===== config.mk =====
export PLATFORM = sky130hd
export DESIGN_NAME = balanced_brace_scanner_top
export DESIGN_NICKNAME = d
export VERILOG_FILES = /design/src/bbs_pkg.sv /design/src/bbs_lexer.sv /design/src/balanced_brace_scanner_top.sv
export SDC_FILE = /design/constraint.sdc
export NUM_CORES = 1
export LEC_CHECK = 0
export BUFFER_PORTS_ARGS = -buffer_cell sky130_fd_sc_hd__buf_2
export CORE_MARGIN = 4
export CORE_UTILIZATION = 31
export DETAILED_ROUTE_END_ITERATION = 6
export HOLD_SLACK_MARGIN = 0.02
export PLACE_DENSITY_LB_ADDON = 0.3
export SLEW_MARGIN = 25
export SYNTH_ARGS = -nofsm -noshare
export SYNTH_HDL_FRONTEND = slang
export SYNTH_SLANG_ARGS = --single-unit

===== constraint.sdc =====
create_clock -name clk -period 2.4 [get_ports clk]
set_input_delay 0.36 -clock clk [delete_from_list [all_inputs] [get_ports clk]]
set_output_delay 0.36 -clock clk [all_outputs]
set_load 0.005 [all_outputs]

===== src/bbs_pkg.sv =====
// Package for the balanced brace scanner: lexical mode codes, character
// constants and the result record passed from the lexer to the top level.
package bbs_pkg;

	// lexical modes
	localparam logic [2:0] MODE_NORMAL = 3'd0;
	localparam logic [2:0] MODE_STRING = 3'd1;
	localparam logic [2:0] MODE_CHAR   = 3'd2;
	localparam logic [2:0] MODE_LINE   = 3'd3;
	localparam logic [2:0] MODE_BLOCK  = 3'd4;

	// characters of interest
	localparam logic [7:0] CH_NUL    = 8'h00;
	localparam logic [7:0] CH_NL     = 8'h0A;
	localparam logic [7:0] CH_DQUOTE = 8'h22;
	localparam logic [7:0] CH_SQUOTE = 8'h27;
	localparam logic [7:0] CH_STAR   = 8'h2A;
	localparam logic [7:0] CH_SLASH  = 8'h2F;
	localparam logic [7:0] CH_BSLASH = 8'h5C;
	localparam logic [7:0] CH_LBRACE = 8'h7B;
	localparam logic [7:0] CH_RBRACE = 8'h7D;

	// result of one byte
	typedef struct packed {
		logic       active;
		logic [7:0] depth;
		logic [2:0] mode;
		logic       match;
		logic       unmatched;
		logic       overflow;
	} scan_result_t;

endpackage


===== src/bbs_lexer.sv =====
// Lexer state and next-state logic of the brace scanner: mode, escape and
// comment-marker flags and the nesting counter. Depends on bbs_pkg.
module bbs_lexer import bbs_pkg::*; #(
	parameter int MAX_DEPTH = 255
) (
	input  logic         clk,
	input  logic         arst_n,
	input  logic         advance,
	input  logic [7:0]   text_byte,
	input  logic         start_scan,
	output scan_result_t result
);

	localparam int DW = $clog2(MAX_DEPTH + 1);
	localparam logic [DW-1:0] DEPTH_TOP = DW'(MAX_DEPTH);
	localparam logic [DW-1:0] DEPTH_ONE = DW'(1);

	logic          run_q, run_d;
	logic [DW-1:0] lvl_q, lvl_d;
	logic [2:0]    mode_q, mode_d;
	logic          slash_q, slash_d;
	logic          star_q, star_d;
	logic          esc_q, esc_d;

	logic          taken;
	logic          hit_match, hit_end, hit_ovf;
	logic [DW-1:0] lvl_dec;
	logic [7:0]    quote;
	logic [DW+7:0] ext_now, ext_next;

	// work out the state after this byte and its result
	always_comb begin
		run_d     = run_q;
		lvl_d     = lvl_q;
		mode_d    = mode_q;
		slash_d   = slash_q;
		star_d    = star_q;
		esc_d     = esc_q;
		taken     = 1'b0;
		hit_match = 1'b0;
		hit_end   = 1'b0;
		hit_ovf   = 1'b0;
		lvl_dec   = (lvl_q != '0) ? lvl_q - DEPTH_ONE : lvl_q;
		quote     = (mode_q == MODE_STRING) ? CH_DQUOTE : CH_SQUOTE;

		if (start_scan) begin
			run_d   = 1'b1;
			lvl_d   = DEPTH_ONE;
			mode_d  = MODE_NORMAL;
			slash_d = 1'b0;
			star_d  = 1'b0;
			esc_d   = 1'b0;
		end else if (run_q) begin
			if (text_byte == CH_NUL) begin
				// text ended before the match
				hit_end = 1'b1;
				run_d   = 1'b0;
				lvl_d   = '0;
				mode_d  = MODE_NORMAL;
				slash_d = 1'b0;
				star_d  = 1'b0;
				esc_d   = 1'b0;
			end else begin
				unique case (mode_q)
					MODE_STRING, MODE_CHAR: begin
						if (esc_q) begin
							esc_d = 1'b0;
						end else if (text_byte == CH_BSLASH) begin
							esc_d = 1'b1;
						end else if (text_byte == quote) begin
							mode_d = MODE_NORMAL;
						end
					end
					MODE_LINE: begin
						if (text_byte == CH_NL) begin
							mode_d = MODE_NORMAL;
						end
					end
					MODE_BLOCK: begin
						if (star_q && text_byte == CH_SLASH) begin
							star_d = 1'b0;
							mode_d = MODE_NORMAL;
						end else begin
							star_d = (text_byte == CH_STAR);
						end
					end
					default: begin
						// second byte of a comment marker
						if (slash_q) begin
							slash_d = 1'b0;
							if (text_byte == CH_SLASH) begin
								mode_d = MODE_LINE;
								taken  = 1'b1;
							end else if (text_byte == CH_STAR) begin
								mode_d = MODE_BLOCK;
								star_d = 1'b0;
								taken  = 1'b1;
							end
						end
						if (!taken) begin
							mode_d = MODE_NORMAL;
							if (text_byte == CH_SLASH) begin
								slash_d = 1'b1;
							end else if (text_byte == CH_DQUOTE) begin
								mode_d = MODE_STRING;
								esc_d  = 1'b0;
							end else if (text_byte == CH_SQUOTE) begin
								mode_d = MODE_CHAR;
								esc_d  = 1'b0;
							end else if (text_byte == CH_LBRACE) begin
								if (lvl_q >= DEPTH_TOP) begin
									hit_ovf = 1'b1;
								end else begin
									lvl_d = lvl_q + DEPTH_ONE;
								end
							end else if (text_byte == CH_RBRACE) begin
								lvl_d = lvl_dec;
								if (lvl_dec == '0) begin
									// closing brace of the scan
									hit_match = 1'b1;
									run_d     = 1'b0;
									mode_d    = MODE_NORMAL;
									slash_d   = 1'b0;
									star_d    = 1'b0;
									esc_d     = 1'b0;
								end
							end
						end
					end
				endcase
			end
		end

		// assemble the result
		ext_now          = {8'b0, lvl_q};
		ext_next         = {8'b0, lvl_d};
		result           = '0;
		result.match     = hit_match;
		result.unmatched = hit_end;
		result.overflow  = hit_ovf;
		if (run_d) begin
			result.active = 1'b1;
			result.depth  = ext_next[7:0];
			result.mode   = mode_d;
		end else if (hit_end) begin
			result.depth = ext_now[7:0];
			result.mode  = mode_q;
		end
	end

	// hold state, advance on each accepted byte
	always_ff @(posedge clk or negedge arst_n) begin
		if (!arst_n) begin
			run_q   <= 1'b0;
			lvl_q   <= '0;
			mode_q  <= MODE_NORMAL;
			slash_q <= 1'b0;
			star_q  <= 1'b0;
			esc_q   <= 1'b0;
		end else if (advance) begin
			run_q   <= run_d;
			lvl_q   <= lvl_d;
			mode_q  <= mode_d;
			slash_q <= slash_d;
			star_q  <= star_d;
			esc_q   <= esc_d;
		end
	end

endmodule


===== src/balanced_brace_scanner_top.sv =====
// Balanced brace scanner, top level: byte channel in, result register out.
// The result of an accepted byte is registered and shows on the output in the next cycle.
// Throughput: one byte per cycle while the byte channel is not stalled.
// The byte channel stalls only while a held result is itself stalled.
// Reset (arst_n low) clears the lexer state and the result valid at once.
module balanced_brace_scanner_top import bbs_pkg::*; #(
	parameter int MAX_DEPTH = 255
) (
	input  logic       clk,
	input  logic       arst_n,
	input  logic       text_valid,
	output logic       text_stall,
	input  logic [7:0] text_byte,
	input  logic       start_scan,
	output logic       result_valid,
	input  logic       result_stall,
	output logic       scan_active,
	output logic [7:0] brace_depth,
	output logic [2:0] lex_mode,
	output logic       match_found,
	output logic       unmatched,
	output logic       depth_overflow
);

	logic         accept;
	logic         res_valid_q;
	scan_result_t res_next;
	scan_result_t res_q;

	// take a transaction unless a held result is blocked downstream
	assign text_stall = res_valid_q && result_stall;
	assign accept     = text_valid && !text_stall;

	bbs_lexer #(
		.MAX_DEPTH(MAX_DEPTH)
	) u_lexer (
		.clk       (clk),
		.arst_n    (arst_n),
		.advance   (accept),
		.text_byte (text_byte),
		.start_scan(start_scan),
		.result    (res_next)
	);

	// result valid: set on accept, drop once taken
	always_ff @(posedge clk or negedge arst_n) begin
		if (!arst_n) begin
			res_valid_q <= 1'b0;
		end else if (accept) begin
			res_valid_q <= 1'b1;
		end else if (!result_stall) begin
			res_valid_q <= 1'b0;
		end
	end

	// result payload
	always_ff @(posedge clk) begin
		if (accept) begin
			res_q <= res_next;
		end
	end

	assign result_valid   = res_valid_q;
	assign scan_active    = res_q.active;
	assign brace_depth    = res_q.depth;
	assign lex_mode       = res_q.mode;
	assign match_found    = res_q.match;
	assign unmatched      = res_q.unmatched;
	assign depth_overflow = res_q.overflow;

endmodule


==> reports/results.tsv <==
stage	metric	value	unit
run_status	status	complete, no violations	
timing	fin. max-slew vios	0	
synth	cell taking the most area after synthesis	edfxtp_1	
drt	initial DRC count	312	
drt	vias per cell	5.762	
run	max-cap check violation count	0	
power	Seq pwr share	42.2	%
synth	Syn Nets	295	
worst_setup_path	Worst Reg-to-Reg Cells	8	
worst_setup_path	Critical Path Start Type	flop	
timing	RSZ-0062 raised after global routing	false	
drt	wire length per cell	17.29	um
global_routing	Remaining Overflow, GRT	0	
timing	TNS Setup	0	ps
power	sw frac	29.97	%
worst_setup_path	reg2reg start	u_lexer.lvl_q[0]	
global_routing	largest net degree at the start of global routing	17	
power	share of power burned in combinational logic	22.7	%
die	Die Ht	95.50	um
synth	synthesis-stage register bit count	31	
cts	# H-tree levels	2	
die	row cnt	31	
worst_hold_path	Worst Hold Class	input port to flop	
cells_and_area	Final #Nets	345	
cells_and_area	fill count	753	
cts	clk buf depth	2	
timing	period utilization	91.46	%
synth	Yosys warning count	0	
die	Die Area	9120	um2
worst_setup_path	r2r setup slk	200	ps
timing	Final Hold Fails	0	
drt	drc violations	0	
global_routing	gr usage total	16.90	%
die	Initial Utilization	32.38	%
synth	top cells by area, synth	edfxtp_1 (19%), dfrtp_1 (17%), nand2_1 (4.4%), o21ai_0 (4.2%), nor2_1 (4.0%)	
global_routing	first-pass GRT wire length	11870	um
drt	drt pass-1 iters	5	
synth	cell area after synthesis	2374	um2
cts	CTS tree	yes	
worst_hold_path	Hold Crit Endpoint	result_valid	
timing	Slew headroom	38.05	%
cts	clock latency on the worst-skew pair	290	ps
worst_hold_path	Hold Path Depth	2	
cts	CTS sink cnt	31	
cells_and_area	non-filler cells, final	429	
power	Peak VDD IR	0.1635	mV
synth	EDFF count, synth	15	
timing	Worst Tran Pin Value	919.6	ps
global_routing	initial antenna violation count	0	
die	Core ar.	7331	um2
power	Overall Power	1474	uW
worst_hold_path	worst min-delay path startpoint	text_valid	
cells_and_area	layout cell share with drive strength beyond 1	25.45	%
synth	share of flip-flops with an asynchronous set or reset	51.61	%
cells_and_area	area growth from synthesis to layout	22.35	%
worst_setup_path	Worst Path Max Fanout	10	
synth	Cell variety after synth	67	
drt	via count	2472	
die	IO Count	30	
synth	synthesized area per cell	8.507	um2
cells_and_area	Ant. Diodes	0	
timing	skew final	10.47	ps
timing	Final setup violation count	0	
cts	clk slew on worst S/H paths	80	ps
die	Die Wd	95.50	um
synth	share of the synthesized area in the top cell type	18.98	%
cts	CTS root buffer	clkbuf_8	
power	Leak	0.001153	uW
power	Pwr Density	507.7	nW/um2
cts	# Post-CTS Setup Buffers	0	
worst_setup_path	Critical Path Max Stage Delay	380	ps
worst_setup_path	endpoint type of the worst setup path	flop	
cts	Num CTS Buffers	5	
global_routing	vias in the first global route	2335	
timing	post-route setup slack	205.0	ps
synth	Top FF cell, synth	dfrtp_1	
worst_setup_path	Crit path arrival time	2230	ps
place	Detail Placement HPWL	5598	um
cells_and_area	Core Util, Final	39.61	%
place	Placed Cells	420	
synth	sequential area share after synthesis	35.85	%
place	PortBufs	29	
synth	post-synthesis cell count	279	
place	GPL Wtd Cong	0.9889	
drt	Total Wirelength	7418	um
worst_setup_path	required time worst endpoint	2440	ps
worst_setup_path	critical path type	flop to flop	
worst_setup_path	CP max-delay cell	o211ai_1	
worst_setup_path	CP cell instances	buf_4 > ha_1 > nand4_1 > o211ai_1 > nor3_1 > a31o_2 > a21oi_1 > nor2_1	
drt	Detail Route Antenna Nets	0	
place	pre-CTS setup slack	147.5	ps
worst_setup_path	FF-to-FF End	brace_depth[5]	
power	internal power	1033	uW
timing	Fmax	0.4556	GHz
power	Net Switching	441.9	uW
power	Clock power frac	35.0	%
timing	crit path time final	2195	ps
## per-layer routing
metal	GRT usage, %	part of all wire, %	up-vias
met4	7.938	3.3	0
li1	-	-	1160
met2	25.71	44	137
met3	2.841	8.1	26
met5	0	0	-
met1	23.24	45	1149
## through the flow
stage               area (um2)  hold slack (ps)
floorplan                 2374            64.41
global placement          2781            337.4
detailed placement        2781            332.0
CTS                       2899            266.9
global route              2904            284.6
finish                    2904            268.0
## flip-flops by register name, indices dropped and copies added, names as in the netlist
name and cells:
u_lexer.esc_q 1, result_valid 1, match_found 1, scan_active 1, depth_overflow 1, lex_mode 3, u_lexer.slash_q 1, u_lexer.star_q 1
u_lexer.mode_q 3, brace_depth 8, u_lexer.lvl_q 8, u_lexer.run_q 1, unmatched 1
## final cells by class
| cell class | count | area [um2] | share of cell area [%] |
|---|---|---|---|
| Inverter | 5 | 18.77 | 0.6463 |
| Timing Repair Buffer | 61 | 387.9 | 13.36 |
| Multi-Input combinational cell | 225 | 1415 | 48.73 |
| Clock inverter | 3 | 38.79 | 1.336 |
| Clock buffer | 5 | 68.82 | 2.370 |
| Tap cell | 99 | 123.9 | 4.265 |
| Sequential cell | 31 | 850.8 | 29.30 |
## power by group through the flow
stage / combinational (uW) / sequential, uW / clock [uW]
2_1_floorplan: 196 / 631 / 0
3_3_place_gp: 332 / 633 / 0
3_5_place_dp: 328 / 631 / 0
4_1_cts: 330 / 621 / 524
5_1_grt: 363 / 626 / 546
6_report: 335 / 623 / 517
## timing repair
action / CTS / global route
setup endpoints to repair: 0 / 3
endpoints found under the hold margin: 6 / 0
gates resized for setup: 0 / 1
hold buffers: 1 / 0
## placed cells by master (no fill, tap or decap), types with 3 or more instances in the layout
cell | Yosys | final
nand4_1 | 5 | 5
a211oi_1 | 3 | 3
o22ai_1 | 3 | 3
nand2_1 | 28 | 28
dfrtp_1 | 16 | 16
o21ai_0 | 20 | 20
a21oi_1 | 18 | 18
a21o_1 | 4 | 4
nor4_1 | 5 | 5
inv_1 | 5 | 5
buf_4 | 3 | 31
o211ai_1 | 3 | 3
nand2b_1 | 3 | 3
nor2b_1 | 5 | 4
nand3_1 | 11 | 11
clkbuf_8 | 0 | 5
buf_2 | 5 | 29
nor2_1 | 25 | 25
xnor2_1 | 5 | 5
edfxtp_1 | 15 | 15
nor3_1 | 8 | 8
o21ai_1 | 8 | 8
o31ai_1 | 4 | 4
and2_1 | 4 | 4
nor3b_1 | 5 | 4
o21a_1 | 3 | 3
ha_1 | 3 | 3
o221ai_1 | 3 | 3
a22oi_1 | 3 | 3
nand3b_1 | 3 | 3
## kinds of logic (layout without fill, tap and decap cells)
kind of cell             Yosys count  in the layout  synth area share [%]
AND/OR/NAND/NOR                  122            122                 29.15
AO/OA/AOI/OAI                     91             91                 25.09
flip-flops                        31             31                 35.85
buffers and inverters             23             74                 4.850
XOR/XNOR                           7              7                 2.583
adder cells (fa/ha/maj)            3              3                 1.582
multiplexers                       2              2                0.8961
## cells in the mapped netlist, types with 4 or more instances
master and number:
nor2_1 25, nand4_1 5, xnor2_1 5, nor2b_1 5, nor3_1 8, nand2_1 28, nor3b_1 5, and2_1 4
nand3_1 11, a21oi_1 18, o31ai_1 4, o21ai_1 8, nor4_1 5, dfrtp_1 16, buf_2 5, clkbuf_1 8
o21ai_0 20, a21o_1 4, inv_1 5, edfxtp_1 15
## worst max path at each step
stage | end | slack [ps] | cells after the start | from
2_1_floorplan | u_lexer.lvl_q[3] | 180 | 7 | result_valid
3_3_place_gp | scan_active | 180 | 8 | u_lexer.lvl_q[1]
3_5_place_dp | scan_active | 150 | 8 | u_lexer.lvl_q[1]
4_1_cts | scan_active | 120 | 8 | u_lexer.lvl_q[1]
5_1_grt | brace_depth[5] | 80 | 8 | u_lexer.lvl_q[0]
6_report | brace_depth[5] | 200 | 8 | u_lexer.lvl_q[0]
## worst max-delay path, delay by kind of cell (launching register included)
family          cells  cell delay, ps
buf+inv             1             190
fa+ha+maj           1             310
simple gates        3             330
compound gates      3             760
flops               1             350
(Power assumes the default switching activity.)
